`config.mk`:
```
export PLATFORM = sky130hd
export DESIGN_NAME = gmis_ram
export DESIGN_NICKNAME = d
export VERILOG_FILES = /design/src/hdl/gmis_ram.sv
export SDC_FILE = /design/constraint.sdc
export NUM_CORES = 1
export LEC_CHECK = 0
export ABC_CLOCK_PERIOD_IN_PS = 3000
export BUFFER_PORTS_ARGS = -buffer_cell sky130_fd_sc_hd__buf_2
export CORE_MARGIN = 8
export CORE_UTILIZATION = 52
export DETAILED_ROUTE_END_ITERATION = 8
export HOLD_SLACK_MARGIN = 0.05
export PLACE_DENSITY = 0.72
export SYNTH_ARGS = -nofsm -noshare
export SYNTH_HDL_FRONTEND = slang
export SYNTH_SLANG_ARGS = --single-unit
```
`constraint.sdc`:
```
create_clock -name clock -period 3 [get_ports clock]
set_input_delay 0.3 -clock clock [delete_from_list [all_inputs] [get_ports clock]]
set_output_delay 0.3 -clock clock [all_outputs]
set_load 0.01 [all_outputs]
```
`src/hdl/gmis_ram.sv`:
```
// ---------------------------------------------------------------------------
// gmis_ram
// Generic single-clock RAM, one write port and one read port with
// registered read data.
// ---------------------------------------------------------------------------
module gmis_ram #(
   parameter int WIDTH = 16,
   parameter int DEPTH = 64
) (
   input  logic                                      clock,
   input  logic                                      wr_en,
   input  logic [(DEPTH > 1 ? $clog2(DEPTH) : 1)-1:0] wr_addr,
   input  logic [WIDTH-1:0]                          wr_data,
   input  logic [(DEPTH > 1 ? $clog2(DEPTH) : 1)-1:0] rd_addr,
   output logic [WIDTH-1:0]                          rd_data
);

   logic [WIDTH-1:0] mem [DEPTH];
   logic [WIDTH-1:0] rd_data_ff;

   always_ff @(posedge clock) begin
      if (wr_en) begin
         mem[wr_addr] <= wr_data;
      end
      rd_data_ff <= mem[rd_addr];
   end

   assign rd_data = rd_data_ff;

endmodule

```
==> out/results.tsv <==
metric	value	unit
dr.pass1.iters	6	
worst-endpoint-arrival	2.78	ns
critPathMaxStageDelay	0.47	ns
period_share	75.6	%
drv_cap	0	
postSynthCellCount	1829	
port-buffer-count	45	
synth_cell_types	43	
clockBufferDepth	3	
drt-vias-per-instance	6.15	
wirelength	91.5	mm
cts_setup_buffers	0	
hold-path-cell-count	3	
core	76100	um2
cts_resized	0	
grt_start_max_net_pins	65	
nNetsFinal	2065	
placed_area	42300	um2
tightest_slew	1.24	ns
leakagePower	14.6	nW
die_y	293	um
numCtsBuffers	97	
root_buffer	clkbuf_16	
design.die.area	86100	um2
setup_tns	0	ns
multi_input_area	8250	um2
cts_sinks	1040	
crit_top_cell	buf_4	
initial_utilization	52.6	%
start_kind	input pin	
dr_total_vias	19400	
syn_area	40000	um2
design_area	45500	um2
final_cell_mix	edfxtp_1, mux4_2, buf_4	
drtAntennaViolNets	0	
grt_pass1_vias	19700	
die_w	293	um
synth_seq_area_share	77.6	%
drt-initial-drc-count	2350	
yosysWarnings	0	
row_count	101	
worstSetupPathDepth	8	
setup_viol	0	
grt_overflow	0	
yosys.area.top_type	edfxtp_1	
gp_congestion	0.839	
synth_top_area_share	76.8	%
cp_data_required_time	3.51	ns
avgSynthCellArea	21.9	um2
cts_tree	done	
min-delay-path-class	input pin to flop	
htreeDepth	3	
irDropWorstVdd	0.000408	V
status	complete, no violations	
grt_use_total	21.3	%
fill_cells	5293	
synth_flop_cell	edfxtp_1	
maxSlewHeadroom	17.5	%
synth_edf_count	1024	
clock_skew	0.0193	ns
clk_latency	0.65	ns
grt_pass1_wl	134	mm
rsz0062_at_grt	no	
crit_slowest_cell	a31oi_1	
area_growth	13.6	%
antenna_found_initial	5	
path_buf_inv	4	
final_common_cell	edfxtp_1	
worst_r2r_path_depth	6	
io_pins	46	
cp_cell_sequence	buf_6 > buf_4 > buf_4 > mux2i_1 > a22oi_1 > a31oi_1 > buf_4 > a311oi_1	
crit_path_end_kind	flop	
wl_per_cell	29.0	um
dp_hpwl	56.1	mm
hold_violations	0	
clkTransAtPathRegs	0.06	ns
synth_nets	1859	
layout_min_cycle_time	2.27	ns
critical_path_class	input pin to flop	
drive_gt1_share	28.4	%
async_flop_share	0	%
fmax	441	MHz
drc_errors	0	
synth_area_leaders	edfxtp_1, mux4_2, mux2i_1, dfxtp_1, mux2_2	
report.final.slew_viol_count	0	
critPathTopFamily	buffers and inverters	
ys_ff_latch	1040	
powerDensity	655	nW/um2
seqCellArea	31100	um2
path_max_fanout	51	
-- Yosys cell counts (all sizes together) (12+ instances only) --
cell type,instances
dfxtp,16
a22oi,39
nand3,24
buf,77
a221oi,16
clkbuf,27
nand4,12
edfxtp,1024
mux2,27
mux4,224
nand2,60
nor2,74
mux2i,85
a21oi,17
nor2b,30
-- worst reg2reg max path: cells and delay by family (launching register included) --
family	cells	cell delay, ns
muxes	2	0.77
AOI/OAI and AO/OA	3	0.75
DFF	1	0.38
buffers and inverters	1	0.21
-- final timing paths --
check / startpoint / end / slack (ns)
setup / recovery: rd_addr[1] / rd_data[4] / 0.73
hold / removal: wr_addr[2] / mem[54][8] / 0.19
setup reg to reg: mem[18][3] / rd_data[3] / 0.78
hold reg to reg: mem[63][5] / rd_data[5] / 0.84
-- metal layers --
layer  vias up  part of all wire, %  track usage (%)
met1     10200                   39             29.5
li1       8094                    -                -
met3       171                  8.5             3.80
met5         -                0.027                0
met4         4                  2.9             6.41
met2       911                   50             34.7
-- layout make-up --
cell class,instances,area share [%]
sequential,1040,68.3
clock buffer,123,5.74
antenna,3,0.0165
clock inverter,57,1.16
timing repair buffer,211,3.76
tap,1030,2.83
multi-input combinational,685,18.1
-- per-stage QoR --
step	setup WS [ns]	std cells	hold WS, ns	power, W	utilization, %
3_5_place_dp	0.113	2965	0.708	0.0180	55.6
3_3_place_gp	0.128	2965	0.697	0.0180	55.6
4_1_cts	0.782	3146	0.156	0.0300	59.8
6_report	0.732	3149	0.190	0.0298	59.8
2_1_floorplan	0.665	1829	0.399	0.0173	-
5_1_grt	0.711	3146	0.193	0.0305	59.8
-- state kept, by name, indices dropped and copies added (netlist names) --
| signal | flops |
|---|---|
| rd_data | 16 |
| mem | 1024 |
-- kinds of logic (layout without fill, tap and decap cells) --
logic type             Yosys count  in the layout  share of synthesized area, %
multiplexers                   336            336                          15.5
flip-flops                    1040           1040                          77.6
other                            0              3                             0
AND/OR/NAND/NOR                220            220                          2.65
AO/OA/AOI/OAI                  129            129                          2.41
buffers and inverters          104            391                          1.83
-- power breakdown --
part / internal, W / switching [W]
Sequential: 0.0161 / 0.0000542
Clock: 0.00700 / 0.00510
Combinational: 0.000599 / 0.000939
-- timing repair --
| action | in CTS | in global routing |
|---|---|---|
| hold endpoints to repair | 8 | 0 |
| hold buffers | 1 | 0 |
| setup endpoints to repair | 0 | 0 |
No activity file was read; power rests on OpenSTA's default activity.
